## config.mk

```make
export PLATFORM = sky130hd
export DESIGN_NAME = wlan_descrambler_seed_recovery
export DESIGN_NICKNAME = d
export VERILOG_FILES = /design/src/rtl/core/wds_pkg.sv /design/src/rtl/core/wds_core.sv /design/src/rtl/core/wlan_descrambler_seed_recovery.sv
export SDC_FILE = /design/constraint.sdc
export NUM_CORES = 1
export LEC_CHECK = 0
export BUFFER_PORTS_ARGS = -buffer_cell sky130_fd_sc_hd__buf_2
export CAP_MARGIN = 10
export CORE_ASPECT_RATIO = 1.5
export CORE_MARGIN = 5
export CORE_UTILIZATION = 32
export CTS_BUF_LIST = sky130_fd_sc_hd__clkbuf_4 sky130_fd_sc_hd__clkbuf_8
export DETAILED_ROUTE_END_ITERATION = 16
export RECOVER_POWER = 100
export SETUP_SLACK_MARGIN = 0.02
export SYNTH_ARGS = -nofsm -noshare
export SYNTH_HDL_FRONTEND = slang
export SYNTH_HIERARCHICAL = 1
export SYNTH_SLANG_ARGS = --single-unit
```

## constraint.sdc

```tcl
create_clock -name clk_i -period 5.8 [get_ports clk_i]
set_clock_uncertainty 0.2 [all_clocks]
set_input_delay 0 -clock clk_i [delete_from_list [all_inputs] [get_ports clk_i]]
set_output_delay 0 -clock clk_i [all_outputs]
set_load 0.1 [all_outputs]
```

## src/rtl/core/wds_pkg.sv

```systemverilog
// Shared types and constants for the descrambler with seed recovery.
package wds_pkg;

  localparam int unsigned MaxPayloadBytesDefault = 4095;
  localparam int unsigned PayloadBytesW          = 12;
  localparam int unsigned ByteW                  = 8;
  localparam int unsigned SeedW                  = 7;
  localparam int unsigned BitPosW                = 16;

  typedef struct packed {
    logic [ByteW-1:0] data;
    logic             last;
  } result_t;

endpackage

```

## src/rtl/core/wds_core.sv

```systemverilog
// Scrambler state, bit position and byte assembly; one bit per enable.
module wds_core #(
  parameter int unsigned MAX_PAYLOAD_BYTES = wds_pkg::MaxPayloadBytesDefault
) (
  input  logic                                  clk_i,
  input  logic                                  rst_ni,
  input  logic                                  step_i,
  input  logic                                  bit_i,
  input  logic [wds_pkg::PayloadBytesW-1:0]     payload_bytes_i,
  output logic                                  emit_o,
  output wds_pkg::result_t                      result_o
);

  localparam int unsigned ByteIdxW = wds_pkg::BitPosW - 3;
  localparam logic [16:0] MaxLen   = 17'(MAX_PAYLOAD_BYTES);

  logic [wds_pkg::SeedW-1:0]         state_q, state_d;
  logic [wds_pkg::BitPosW-1:0]       pos_q, pos_d;
  logic [wds_pkg::ByteW-1:0]         acc_q, acc_d, acc_bit;
  logic [wds_pkg::PayloadBytesW-1:0] plen;
  logic [ByteIdxW-1:0]               end_idx;
  logic [2:0]                        seed_sh;
  logic                              in_seed, fb, last;

  always_comb begin
    if ({5'b0, payload_bytes_i} > MaxLen) begin
      plen = MaxLen[wds_pkg::PayloadBytesW-1:0];
    end else begin
      plen = payload_bytes_i;
    end
    end_idx = ByteIdxW'(plen) + ByteIdxW'(1);
  end

  always_comb begin
    in_seed = (pos_q[wds_pkg::BitPosW-1:3] == '0) && (pos_q[2:0] != 3'd7);
    seed_sh = 3'd6 - pos_q[2:0];
    fb      = state_q[6] ^ state_q[3];
    emit_o  = (pos_q[2:0] == 3'd7);
    last    = emit_o && (pos_q[wds_pkg::BitPosW-1:3] >= end_idx);
    state_d = state_q;
    acc_bit = '0;
    if (in_seed) begin
      acc_bit = wds_pkg::ByteW'(bit_i) << seed_sh;
      state_d = state_q | acc_bit[wds_pkg::SeedW-1:0];
    end else begin
      acc_bit = wds_pkg::ByteW'(fb ^ bit_i) << pos_q[2:0];
      state_d = {state_q[5:0], fb};
    end
    result_o.data = acc_q | acc_bit;
    result_o.last = last;
    acc_d = result_o.data;
    pos_d = pos_q + wds_pkg::BitPosW'(1);
    if (emit_o) begin
      acc_d = '0;
      if (last) begin
        pos_d   = '0;
        state_d = '0;
      end
    end
  end

  always_ff @(posedge clk_i or negedge rst_ni) begin
    if (!rst_ni) begin
      state_q <= '0;
      pos_q   <= '0;
      acc_q   <= '0;
    end else if (step_i) begin
      state_q <= state_d;
      pos_q   <= pos_d;
      acc_q   <= acc_d;
    end
  end

endmodule

```

## src/rtl/core/wlan_descrambler_seed_recovery.sv

```systemverilog
// Top level: input register, descrambler core and result register.
// Usage:
//   Input channel: one scrambled bit per item (in_valid_i / in_stall_o).
//   Output channel: one byte per eight bits, last_byte_o on the frame's
//   final byte (out_valid_o / out_stall_i).
//   A frame is (payload_bytes + 2) * 8 bits; the first seven bits are the
//   seed and come back in bits 6..0 of byte 0. payload_bytes above
//   MAX_PAYLOAD_BYTES is clamped. Write cfg_wdata_i with cfg_we_i while idle.
// Timing:
//   An item is registered at its accept edge and processed at the next
//   edge the result register can load; out_valid_o rises when the eighth
//   bit is processed. Throughput is one bit per cycle while no result waits
//   under out_stall_i, set by the LFSR update in the core.
// Stall:
//   While a result waits, one more bit is taken into the input register,
//   then in_stall_o rises until the result is taken.
// Reset:
//   Length, scrambler state, bit position, byte accumulator and the valid
//   flags of both registers clear; the next bit starts a new frame.
module wlan_descrambler_seed_recovery #(
  parameter int unsigned MAX_PAYLOAD_BYTES = wds_pkg::MaxPayloadBytesDefault
) (
  input  logic                              clk_i,
  input  logic                              rst_ni,
  input  logic                              cfg_we_i,
  input  logic [wds_pkg::PayloadBytesW-1:0] cfg_wdata_i,
  input  logic                              in_valid_i,
  output logic                              in_stall_o,
  input  logic                              scrambled_bit_i,
  output logic                              out_valid_o,
  input  logic                              out_stall_i,
  output logic [wds_pkg::ByteW-1:0]         data_byte_o,
  output logic                              last_byte_o
);

  logic [wds_pkg::PayloadBytesW-1:0] payload_q;
  logic                              s1_valid_q, s1_bit_q;
  logic                              out_valid_q;
  wds_pkg::result_t                  out_q, core_res;
  logic                              advance, step, emit;

  assign advance    = !out_valid_q || !out_stall_i;
  assign step       = s1_valid_q && advance;
  assign in_stall_o = s1_valid_q && !advance;

  wds_core #(
    .MAX_PAYLOAD_BYTES(MAX_PAYLOAD_BYTES)
  ) u_core (
    .clk_i          (clk_i),
    .rst_ni         (rst_ni),
    .step_i         (step),
    .bit_i          (s1_bit_q),
    .payload_bytes_i(payload_q),
    .emit_o         (emit),
    .result_o       (core_res)
  );

  always_ff @(posedge clk_i or negedge rst_ni) begin
    if (!rst_ni) begin
      payload_q   <= '0;
      s1_valid_q  <= 1'b0;
      out_valid_q <= 1'b0;
    end else begin
      if (cfg_we_i) begin
        payload_q <= cfg_wdata_i;
      end
      if (!in_stall_o) begin
        s1_valid_q <= in_valid_i;
      end
      if (advance) begin
        out_valid_q <= step && emit;
      end
    end
  end

  always_ff @(posedge clk_i) begin
    if (in_valid_i && !in_stall_o) begin
      s1_bit_q <= scrambled_bit_i;
    end
    if (step && emit) begin
      out_q <= core_res;
    end
  end

  assign out_valid_o = out_valid_q;
  assign data_byte_o = out_q.data;
  assign last_byte_o = out_q.last;

  a_stall_only_when_full: assert property (@(posedge clk_i) disable iff (!rst_ni)
    in_stall_o |-> s1_valid_q && out_valid_q)
    else $error("input stalled without a waiting result");

  a_drain_when_empty: assert property (@(posedge clk_i) disable iff (!rst_ni)
    out_valid_q && !out_stall_i && !s1_valid_q |=> !out_valid_q)
    else $error("result appeared with no bit processed");

  a_item_reaches_core: assert property (@(posedge clk_i) disable iff (!rst_ni)
    s1_valid_q && !out_valid_q |-> step)
    else $error("registered bit not processed with free result register");

endmodule

```

Word-level counts from Yosys, hierarchy flattened
Index checks and enable logic that the tools add are counted.
{ "word_totals": {"ff_bits": 55, "input_bits": 18, "out_inout_bits": 11} }
{ "classes": {"n_addsub": 3, "n_lt_le_gt_ge": 1, "n_eq_ne": 2, "shift": 2, "mux": 7, "n_bitwise": 4, "reduce_logical": 12} }
{ "ops": {"columns": ["op", "n"], "rows": [
  ["16-bit 2-to-1 mux", 2],
  ["7-bit 2-to-1 mux", 3],
  ["16-bit by 1-bit adder with 16-bit output (second input constant)", 1],
  ["8-bit 2-to-1 mux", 2],
  ["12-bit by 1-bit adder with 13-bit output (second input constant)", 1],
  ["13-bit >= comparator", 1],
  ["13-bit logical NOT", 1],
  ["8-bit bitwise OR", 1],
  ["1-bit by 3-bit left shift with 8-bit output", 1],
  ["8-bit by 3-bit left shift with 8-bit output", 1],
  ["7-bit bitwise OR", 1],
  ["1-bit logical AND", 6],
  ["1-bit logical NOT", 4],
  ["3-bit == test (second input constant)", 1],
  ["3-bit != test (second input constant)", 1],
  ["3-bit subtractor (first input constant)", 1],
  ["1-bit bitwise XOR", 2],
  ["1-bit logical OR", 1]
]} }

Logic depth before layout (Yosys ltp)
{ "logic_depth": {"ltp_word": 6, "depth_mapped": 12} }

Cells and area by module
Netlist, hierarchy kept.
{ "modules_own_cells": {"columns": ["mod", "n_inst", "cells_each", "area_per_inst_um2", "seq_area_each_um2"], "rows": [
  ["wds_core", 1, 244, 2170.8, 775.7],
  ["wlan_descrambler_seed_recovery", 1, 46, 878.3, 650.6]
]} }

Least setup slack after synthesis
No wires, ideal clock.
{ "synth_path": {"path_type": "register to register", "from": "register payload_q[2] in the netlist's numbering", "to": "register out_q, in the netlist last_byte_o (data pin)", "setup_ps": 251, "arrival_time_ps": 2288, "required_ps": 5349, "slack_ps": 3061, "stages_incl_launch_ff": 12, "n_path_buf": 1, "period_less_slack_ps": 2739, "path_cell_list": "dfrtp_1 and4_1 nand2_1 nor2_1 nand3_1 xor2_1 ha_1 a41oi_1 o21ai_1 a2111oi_4 a21oi_1 buf_4"} }
{ "synth_between": {"elab_chain_len": 3} }
{ "synth_lines": {"columns": ["item", "line", "text"], "rows": [
  ["from (decl)", "wlan_descrambler_seed_recovery.sv:36", "logic [wds_pkg::PayloadBytesW-1:0] payload_q;"],
  ["from (signal assigned)", "wlan_descrambler_seed_recovery.sv:65", "payload_q <= cfg_wdata_i;"],
  ["12-bit by 1-bit adder with 13-bit output", "wds_core.sv:31", "end_idx = ByteIdxW'(plen) + ByteIdxW'(1);"],
  ["13-bit >= comparator", "wds_core.sv:39", "last = emit_o && (pos_q[wds_pkg::BitPosW-1:3] >= end_idx);"],
  ["1-bit logical AND", "wds_core.sv:39", null],
  ["via u_core.last", "wds_core.sv:23", "logic in_seed, fb, last;"],
  ["to (signal assigned)", "wlan_descrambler_seed_recovery.sv:81", "out_q <= core_res;"],
  ["to (decl)", "wlan_descrambler_seed_recovery.sv:39", "wds_pkg::result_t out_q, core_res;"]
]} }
The timed path passes the listed nets, and every way through them passes these cells.
A chain may end at the register's enable or synchronous reset.

Worst setup path in the final report
{ "layout_path": {"from": "register payload_q[3] in the netlist's numbering", "to": "register u_core/state_q[2] in the netlist's numbering"} }
{ "layout_between": {"elab_chain_len": 5} }
{ "layout_lines": {"columns": ["item", "line", "text"], "rows": [
  ["12-bit by 1-bit adder with 13-bit output", "wds_core.sv:31", null],
  ["13-bit >= comparator", "wds_core.sv:39", null],
  ["1-bit logical AND", "wds_core.sv:39", null],
  ["7-bit 2-to-1 mux", "wds_core.sv:55", "if (last) begin"],
  ["7-bit 2-to-1 mux", "wds_core.sv:53", "if (emit_o) begin"],
  ["to (signal assigned)", "wds_core.sv:68", "state_q <= state_d;"],
  ["to (decl)", "wds_core.sv:17", "logic [wds_pkg::SeedW-1:0] state_q, state_d;"]
]} }
Every way passes these cells.

==> flow_summary_export.csv <==
group,metric,value,unit
sta,worst_pin_slew,2520,ps
floorplanning,initial_core_util,32.8,%
worst_setup_path,max_stage_delay,1330,ps
global_routing,grt_pass1_wl,10800,µm
sta,setup_viol,0,
clocking,cts_root_buf,"clkbuf_8",
logic_synthesis,ys_types,44,
detailed_routing,dr.pass1.iters,4,
sta,holdWs,191,ps
min_path,hold_depth,2,
detailed_routing,vias,2310,
worst_setup_path,crit_fanout,15,
logic_synthesis,ys_seq_elements,55,
worst_setup_path,r2r-start,"payload_q[3]",
global_routing,grt_pass1_vias,2266,
min_path,holdPathEnd,"s1_bit_q",
detailed_routing,antenna_left,0,
min_path,hp-start,"scrambled_bit_i",
logic_synthesis,synth_top_cell_by_area,"dfrtp_1",
power,p_per_area,377,mW/mm²
placed_design,dp.final_hpwl,4670,µm
sta,relSlewSlack,-68.2,%
worst_setup_path,timing.reg2reg.setup_slack,1880,ps
detailed_routing,routed_via_density,5.03,
detailed_routing,drt_wl_total,6460,µm
final_layout,area_delta_synth_final,17.5,%
floorplanning,ios,29,
clocking,clk_latency,310,ps
global_routing,gr-total-overflow,0,
placed_design,portBuffers,28,
final_layout,fin_nets,380,
detailed_routing,drc,0,
clocking,clock_path_buffers,2,
sta,maxSlewViolCount,62,
worst_setup_path,critPathCaptureType,"register",
flow_run,cap_violations,2,
global_routing,antenna_found_initial,0,
final_layout,final_area,0.00358,mm²
clocking,cts.sinks,55,
worst_setup_path,crit_chain,"and4_1, nand2_1, nor2_1, nand3_1, xor2_1, ha_1, o21ai_0, o21ai_0, nand2_1, a211oi_1, nor3_1",
power,leakage,0.00151,µW
logic_synthesis,ys_async_sr_fraction,81.8,%
placed_design,pre_cts_ws,2470,ps
detailed_routing,routedWlPerCell,14.1,µm
floorplanning,num_rows,43,
clocking,cts_tree,"built",
sta,setup_slack,1880,ps
logic_synthesis,avgSynthCellArea,10.5,µm²
logic_synthesis,synth_nets,324,
sta,hold_violations,0,
floorplanning,core_area,0.00931,mm²
floorplanning,die_w,89.7,µm
worst_setup_path,cp-start-kind,"register",
run_status,violations,"capacitance limit, slew limit",
final_layout,diodes,0,
floorplanning,dieArea,0.0116,mm²
worst_setup_path,r2r_end,"u_core/state_q[2]",
worst_setup_path,path_class,"register to register",
placed_design,place_area,0.00329,mm²
sta,finalCritPeriodShare,67.6,%
sta,period_minus_slack,3920,ps
detailed_routing,drtIter0Drc,90,
logic_synthesis,syn_inst,290,
logic_synthesis,synth_area,0.00305,mm²
logic_synthesis,ys.flop_type,"dfrtp_1",
placed_design,gp_congestion,0.803,
worst_setup_path,crit_family,"compound AO/OA/AOI/OAI gates",
clocking,clk_pin_slew,110,ps
worst_setup_path,worst-path-stages,11,
worst_setup_path,ff2ff_path_depth,11,
worst_setup_path,crit_arrival,3840,ps
logic_synthesis,synth_top_area_share,36.9,%
run_status,status,"finished with violations",
clocking,numCtsBuffers,5,
worst_setup_path,required,5730,ps
worst_setup_path,cp_slowest_cell,"a211oi_1",
final_layout,layout-drive-gt1-share,10.4,%
global_routing,grt_start_max_net_pins,46,
sta,setup_tns,0,ps
clocking,cts.htree.levels,2,
clocking,post_cts_resized,0,
min_path,holdCritPathClass,"input pin to register",
floorplanning,die_h,130,µm
global_routing,grt_usage,11.2,%
power,irDropWorstVdd,0.000167,V
logic_synthesis,yosysSeqAreaShare,46.8,%
sta,clock.fmax,255,MHz
worst_setup_path,path_buf_inv,0,
power,total_power,1350,µW
sta,rsz0062_at_grt,"no",
logic_synthesis,synth_edf_count,10,
logic_synthesis,ys.warnings.count,6,
logic_synthesis,yosys-top-cells-area,"dfrtp_1 37%, edfxtp_1 9.8%, ha_1 6.6%, mux2_4 4.9%, xor2_1 4.6%",
[power by group]
part	switching (µW)	internal, µW	total, µW
sequential	90.2	495	585
combinational	338	213	552
clock	130	84.4	214
total	558	793	1350
[layer usage]
layer	vias to the layer above	part of all wire, %	global-route usage (%)
li1	1141	-	-
met1	1122	41	11.7
met2	38	54	21.6
met3	9	3.1	2.09
met4	0	2.2	4.45
met5	-	0	0
[logic make-up (layout without fill, tap and decap cells)]
family,Yosys count,in the layout,share of synthesized area (%)
mux,14,14,6.36
simple gates,116,116,19.5
fa+ha+maj,16,16,6.57
xor+xnor,25,25,7.18
compound gates,48,48,11.2
flops,55,55,46.8
buf+inv,16,73,2.42
[how the worst max path moves through the flow]
stage | from | to
after detailed placement | payload_q[3] | u_core/state_q[2]
after global placement | payload_q[3] | u_core/state_q[2]
after floorplan | payload_q[2] | last_byte_o
final | payload_q[3] | u_core/state_q[2]
after CTS | payload_q[3] | u_core/state_q[2]
after global routing | payload_q[2] | u_core/state_q[2]
[cells in the mapped netlist, types with 2 or more instances]
master    instances
and2_1            3
nand3_1          13
a221o_1           3
and3_1            6
ha_1             16
buf_2             2
o22ai_1           2
xnor2_1           9
nor2b_1           4
a21boi_1          4
nand2b_1         12
nor3_1           10
a21oi_1          14
edfxtp_1         10
nand2_1          27
o21ai_0           9
dfrtp_1          45
xor2_1           16
nand4_1           5
inv_1             8
nor2_1           27
mux2_4           10
o21ai_1           2
a21boi_0          4
a221o_2           3
mux2_2            3
nor4_2            3
clkbuf_1          4
[metrics by stage]
| stage | utilization (%) | instances |
|---|---|---|
| 6_report | 38.5 | 459 |
| 4_1_cts | 39.4 | 459 |
| 5_1_grt | 38.5 | 459 |
| 3_5_place_dp | 35.3 | 422 |
| 2_1_floorplan | - | 290 |
| 3_3_place_gp | 35.3 | 422 |
[layout by cell type, fill, tap and decap left out, types with 3 or more instances in the layout]
cell           instances
nor2b_1                4
nand2b_1              12
clkbuf_1              12
nor2_1                27
edfxtp_1              10
nand2_1               27
inv_1                  8
buf_2                 16
o21ai_0               11
a21boi_0               8
dfrtp_1               45
mux2_2                 3
a221o_1                3
ha_1                  16
dlygate4sd3_1         29
a221o_2                3
a21oi_1               14
nand4_1                5
clkbuf_8               5
nand3_1               13
and3_1                 6
xor2_1                16
nor3_1                10
xnor2_1                9
mux2_1                10
[repair_timing]
item,in CTS,in global routing
setup buffers,0,0
endpoints found under the hold margin,61,0
hold buffers,29,0
[flip-flops by register name (all words and copies together) (netlist names)]
name and count:
u_core/pos_q 16, payload_q 12, data_byte_o 8, u_core/acc_q 8, u_core/state_q 7, last_byte_o 1
out_valid_o 1, s1_bit_q 1, s1_valid_q 1
[worst register-to-register path, stage by stage, from the launching register on]
cell      delay [ps]
dfrtp_1          440
and4_1           250
nand2_1           60
nor2_1           220
nand3_1          140
xor2_1           160
ha_1             310
o21ai_0           70
o21ai_0          280
nand2_1          130
a211oi_1        1330
nor3_1           150
[layout make-up]
type	instances	area, µm²
multi-input combinational	219	1480
clock inverter	3	20.0
fill	932	5730
timing repair buffer	57	415
sequential	55	1430
inverter	8	30.0
tap	112	140
clock buffer	5	68.8
Power figures use the tool's default switching activity.
